===== config.mk =====
export PLATFORM = sky130hd
export DESIGN_NAME = sf_ctrl
export DESIGN_NICKNAME = d
export VERILOG_FILES = /design/src/rtl/core/assert_macros.svh /design/src/rtl/core/sf_pkg.sv /design/src/rtl/core/sf_ctrl.sv
export SDC_FILE = /design/constraint.sdc
export NUM_CORES = 1
export LEC_CHECK = 0
export BUFFER_PORTS_ARGS = -buffer_cell sky130_fd_sc_hd__buf_4
export CAP_MARGIN = 20
export CELL_PAD_IN_SITES_DETAIL_PLACEMENT = 1
export CELL_PAD_IN_SITES_GLOBAL_PLACEMENT = 2
export CORE_AREA = 2 2 39 41
export CTS_CLUSTER_SIZE = 16
export DETAILED_ROUTE_END_ITERATION = 10
export DIE_AREA = 0 0 41 43
export PLACE_DENSITY = 0.5
export SYNTH_ARGS = -nofsm -noshare
export SYNTH_HDL_FRONTEND = slang
export SYNTH_SLANG_ARGS = --single-unit

===== constraint.sdc =====
create_clock -name i_clk -period 1.8 [get_ports i_clk]
set_input_delay 0.27 -clock i_clk [delete_from_list [all_inputs] [get_ports i_clk]]
set_output_delay 0.27 -clock i_clk [all_outputs]
set_load 0.01 [all_outputs]

===== src/rtl/core/assert_macros.svh =====
// Assertion helpers shared by the RTL. Synthesis builds see empty bodies.
`ifndef ASSERT_MACROS_SVH
`define ASSERT_MACROS_SVH

`ifndef SYNTHESIS

// Clocked assertion that is switched off while reset is asserted.
`define SF_ASSERT_RST(lbl, clk, rst_n, prop, msg) \
    lbl: assert property (@(posedge clk) disable iff (!rst_n) (prop)) else $error(msg);

// Clocked assertion that also holds during reset.
`define SF_ASSERT_ALW(lbl, clk, prop, msg) \
    lbl: assert property (@(posedge clk) (prop)) else $error(msg);

`else

`define SF_ASSERT_RST(lbl, clk, rst_n, prop, msg)
`define SF_ASSERT_ALW(lbl, clk, prop, msg)

`endif

`endif


===== src/rtl/core/sf_pkg.sv =====
`timescale 1ns / 1ps

package sf_pkg;

    // Store and table geometry.
    localparam int BUFFER_DEPTH     = 4096;
    localparam int ADDR_W           = $clog2(BUFFER_DEPTH);
    localparam int SINE_TABLE_DEPTH = 1024;
    localparam int SINE_IDX_W       = $clog2(SINE_TABLE_DEPTH);
    localparam int QTR_DEPTH        = SINE_TABLE_DEPTH / 4;
    localparam int QTR_W            = SINE_IDX_W - 2;

    // Field widths.
    localparam int SMP_W      = 16;
    localparam int MEAN_W     = 11;
    localparam int SWING_W    = 11;
    localparam int STEP_W     = 32;
    localparam int GAIN_W     = 15;
    localparam int PHASE_W    = 32;
    localparam int FRAC_W     = 15;
    localparam int SINE_MAG_W = 15;
    localparam int CFG_IDX_W  = 2;
    localparam int CFG_DATA_W = 32;

    // Arithmetic widths of the delay and mix paths.
    localparam int NUM_W   = MEAN_W + FRAC_W + 2;
    localparam int DLY_Q_W = NUM_W - FRAC_W - 1;
    localparam int PROD_W  = SMP_W + GAIN_W;
    localparam int SUM_W   = PROD_W + 2;

    // Register reset values.
    localparam logic [MEAN_W-1:0]  MEAN_RST  = MEAN_W'(48);
    localparam logic [SWING_W-1:0] SWING_RST = SWING_W'(38);
    localparam logic [STEP_W-1:0]  STEP_RST  = STEP_W'(8948);
    localparam logic [GAIN_W-1:0]  GAIN_RST  = GAIN_W'(29491);

    // Register indexes of the configuration port.
    typedef enum logic [CFG_IDX_W-1:0] {
        CFG_MEAN_DELAY  = 2'd0,
        CFG_DELAY_SWING = 2'd1,
        CFG_PHASE_STEP  = 2'd2,
        CFG_MIX_GAIN    = 2'd3
    } t_cfg_idx;

    // Sequencer states.
    typedef enum logic [2:0] {
        ST_IDLE,
        ST_SINE,
        ST_DELAY,
        ST_READ,
        ST_PROD,
        ST_MIX
    } t_state;

    // Commands from the sequencer to the datapath.
    typedef struct packed {
        logic accept;
        logic sine_en;
        logic dly_en;
        logic rd_en;
        logic prod_en;
        logic out_load;
    } t_cmd;

    // Status from the datapath to the sequencer.
    typedef struct packed {
        logic out_stall;
    } t_sts;

    // Quarter-wave sine magnitudes, both ends of the quadrant included.
    typedef logic [SINE_MAG_W-1:0] t_qsine [0:QTR_DEPTH];

    localparam logic [63:0] HALF_PI_Q30 = 64'd1686629713;

    // Fixed-point Taylor series of sin over one quadrant, evaluated at elaboration.
    function automatic t_qsine f_build_qsine();
        t_qsine      tab;
        logic [63:0] f;
        logic [63:0] x;
        logic [63:0] x2;
        logic [63:0] term;
        logic [63:0] sum;
        for (int m = 0; m <= QTR_DEPTH; m++) begin
            f    = 64'(m) << (30 - QTR_W);
            x    = (f * HALF_PI_Q30) >> 30;
            x2   = (x * x) >> 30;
            term = x;
            sum  = x;
            for (int n = 1; n <= 6; n++) begin
                term = ((term * x2) >> 30) / 64'((2 * n) * (2 * n + 1));
                if ((n & 1) == 1) begin
                    sum = (sum >= term) ? sum - term : 64'd0;
                end else begin
                    sum = sum + term;
                end
            end
            sum    = (sum + 64'd16384) >> 15;
            tab[m] = (sum > 64'd32767) ? SINE_MAG_W'(32767) : sum[SINE_MAG_W-1:0];
        end
        return tab;
    endfunction

    localparam t_qsine QSINE_TAB = f_build_qsine();

endpackage


===== src/rtl/core/sf_ctrl.sv =====
`timescale 1ns / 1ps

module sf_ctrl (
    input  logic        i_clk,
    input  logic        i_rst_n,
    input  logic        i_in_valid,
    output logic        o_in_ready,
    input  sf_pkg::t_sts i_sts,
    output sf_pkg::t_cmd o_cmd
);
    import sf_pkg::*;

    t_state r_state;
    t_state n_state;

    // State register.
    always_ff @(posedge i_clk) begin
        if (!i_rst_n) begin
            r_state <= ST_IDLE;
        end else begin
            r_state <= n_state;
        end
    end

    // Next state and datapath commands.
    always_comb begin
        n_state    = r_state;
        o_cmd      = '0;
        o_in_ready = 1'b0;
        case (r_state)
            ST_IDLE: begin
                o_in_ready = 1'b1;
                if (i_in_valid) begin
                    o_cmd.accept = 1'b1;
                    n_state      = ST_SINE;
                end
            end
            ST_SINE: begin
                o_cmd.sine_en = 1'b1;
                n_state       = ST_DELAY;
            end
            ST_DELAY: begin
                o_cmd.dly_en = 1'b1;
                n_state      = ST_READ;
            end
            ST_READ: begin
                o_cmd.rd_en = 1'b1;
                n_state     = ST_PROD;
            end
            ST_PROD: begin
                o_cmd.prod_en = 1'b1;
                n_state       = ST_MIX;
            end
            ST_MIX: begin
                // Hold here while the previous word still sits unread.
                if (!i_sts.out_stall) begin
                    o_cmd.out_load = 1'b1;
                    n_state        = ST_IDLE;
                end
            end
            default: begin
                n_state = ST_IDLE;
            end
        endcase
    end

endmodule


==> metrics.csv <==
stage,metric,value,unit
layout,largest-register,r_state,
place,port_buffers,10,
routing,vias,195,
clock_tree,clock_sinks,3,
floorplan,dieWidth,41,microns
global_routing,grt_overflow,0,
place,dp_slack,648,ps
setup_path,r2r-start,r_state[2],
logic_synthesis,netlist_instances,24,
layout,drive_above_1_share,40.0,%
sta,setup_ws,408,ps
routing,wl_per_cell,9.16,microns
logic_synthesis,seq_area_frac_synth,31.4,%
floorplan,die_area,1760,sq um
layout,regArea,60.1,sq um
run,drv_cap,0,
layout,multi_input_area,106,sq um
sta,fin_crit_sh,77.3,%
setup_path,required,1530,ps
layout,finalNetCount,40,
setup_path,cp-start-kind,flop,
clock_tree,cts_hold_buffers,0,
sta,max_slew.worst_pin.slew,301,ps
sta,rsz0062_at_grt,no,
clock_tree,h-tree-depth,1,
power,worst_ir_drop_vdd,160,uV
routing,drc_errors,0,
global_routing,grt_pass1_vias,188,
routing,via_per_inst,3.82,
sta,setup_viol,0,
setup_path,crit_chain,inv_1 > nor3_1 > buf_4,
global_routing,antenna_found_initial,0,
clock_tree,clockBufferDepth,2,
layout,fillCellCount,173,
clock_tree,numCtsBuffers,3,
floorplan,die_y,43,microns
setup_path,worst_path_largest_cell_delay,440,ps
sta,slew_violations,0,
sta,hold_viol,0,
routing,drt_iter0_markers,1,
routing,dr.pass1.iters,2,
logic_synthesis,syn_nets,28,
floorplan,io_pins,11,
sta,fmax,0.719,GHz
routing,wirelength,467,microns
sta,tns,0,ps
global_routing,grt_pass1_wl,765,microns
run_status,status,"finished, final reports clean",
clock_tree,clock-root-buffer,clkbuf_4,
power,cellLeakagePower,0.000126,uW
setup_path,crit_fanout,7,
global_routing,grt_max_degree,10,
layout,antenna_cells,0,
sta,slew_headroom,79.9,%
logic_synthesis,ys_seq_elements,3,
logic_synthesis,synth_area_per_cell,7.98,sq um
clock_tree,clk_latency,230,ps
floorplan,coreArea,1380,sq um
logic_synthesis,synth_warnings,0,
worst_hold_path,hold_start,i_rst_n,
layout,top_regs,r_state x3,
layout,synthToLayoutAreaGrowth,52.3,%
setup_path,path_buf_inv,2,
setup_path,crit_slowest_cell,dfxtp_1,
logic_synthesis,synth_cell_types,16,
floorplan,start_util,13.8,%
place,dp_hpwl,357,microns
sta,layout_min_cycle_time,1390,ps
routing,antenna_left,0,
clock_tree,cts_tree,built,
setup_path,cpLargestDelayFamily,flip-flops,
clock_tree,postCtsResizedCells,0,
global_routing,grtUsageTotal,6.92,%
layout,largest_reg_flops,3,
clock_tree,post_cts.repair.setup_buffers,0,
setup_path,cp.arrival,1120,ps
setup_path,path_class,flop to output pin,
place,gp_congestion,0.653,
power,power.density,981,nW/um^2
logic_synthesis,syn_area,191,sq um
floorplan,fp-row-count,14,
setup_path,cp-end-kind,output pin,
clock_tree,clkTransAtPathRegs,40,ps
worst_hold_path,worst_hold_path_type,primary input to flop,
setup_path,critPathLaunch,r_state[1],
sta,fin_skew,1.26,ps
## cell type report
cell class / count / area share [%]
Clock buffer: 4 / 9.01
Tap cell: 16 / 6.87
Inverter: 1 / 1.29
Sequential cell: 3 / 20.6
Multi-Input combinational cell: 17 / 36.5
Timing Repair Buffer: 10 / 25.8
## cells by family after synthesis
family / synth area share (%)
AO/OA/AOI/OAI: 9.15
buffers and inverters: 13.1
flip-flops: 31.4
XOR/XNOR: 4.58
AND/OR/NAND/NOR: 41.8
## report_power, final
| part | total [uW] | switching (uW) | internal [uW] |
|---|---|---|---|
| Sequential | 90.8 | 16.3 | 74.6 |
| Combinational | 76.9 | 31.6 | 45.3 |
| Clock | 118 | 35.1 | 83.1 |
| Total | 286 | 83.0 | 203 |
## per-layer routing
metal	GRT usage [%]	up-vias	part of all wire [%]
met3	3.14	0	3.9
met2	9.06	4	54
met1	7.05	92	42
li1	-	99	-
met5	0	-	0
met4	8.00	0	0
## synthesized netlist by cell type, drive strengths merged
library cell / instances / area, sq um
and2: 1 / 6.26
buf: 3 / 21.3
and3b: 1 / 8.76
dfxtp: 3 / 60.1
nand2b: 1 / 6.26
nand2: 2 / 7.51
nor2b: 1 / 6.26
nor2: 4 / 15.0
xnor2: 1 / 8.76
nor3b: 2 / 15.0
inv: 1 / 3.75
nor3: 2 / 15.0
a31oi: 1 / 6.26
o2111a: 1 / 11.3
## layout by cell type (no fill, tap or decap), drive strengths merged
cell     n
nor2     4
nand2b   1
buf     10
a31oi    1
nor3b    2
inv      1
dfxtp    3
nor3     2
clkbuf   4
nand2    2
and3b    1
nor2b    1
and2     1
o2111a   1
xnor2    1
## per-stage QoR
stage	power [uW]	std cells	util, %	cell area, sq um	hold slack [ps]
finish	286	51	21.1	292	273
detailed placement	170	47	19.2	265	515
CTS	293	51	21.1	292	271
floorplan	138	24	-	191	398
global route	308	51	21.1	292	281
global placement	171	47	19.2	265	504
## worst paths after layout
path	to	slack, ps	cells after the start
hold / removal	r_state[2]	270	2
hold reg to reg	r_state[1]	620	1
setup reg to reg	r_state[2]	720	3
setup / recovery	o_cmd[3]	410	3
(Power assumes the default switching activity.)
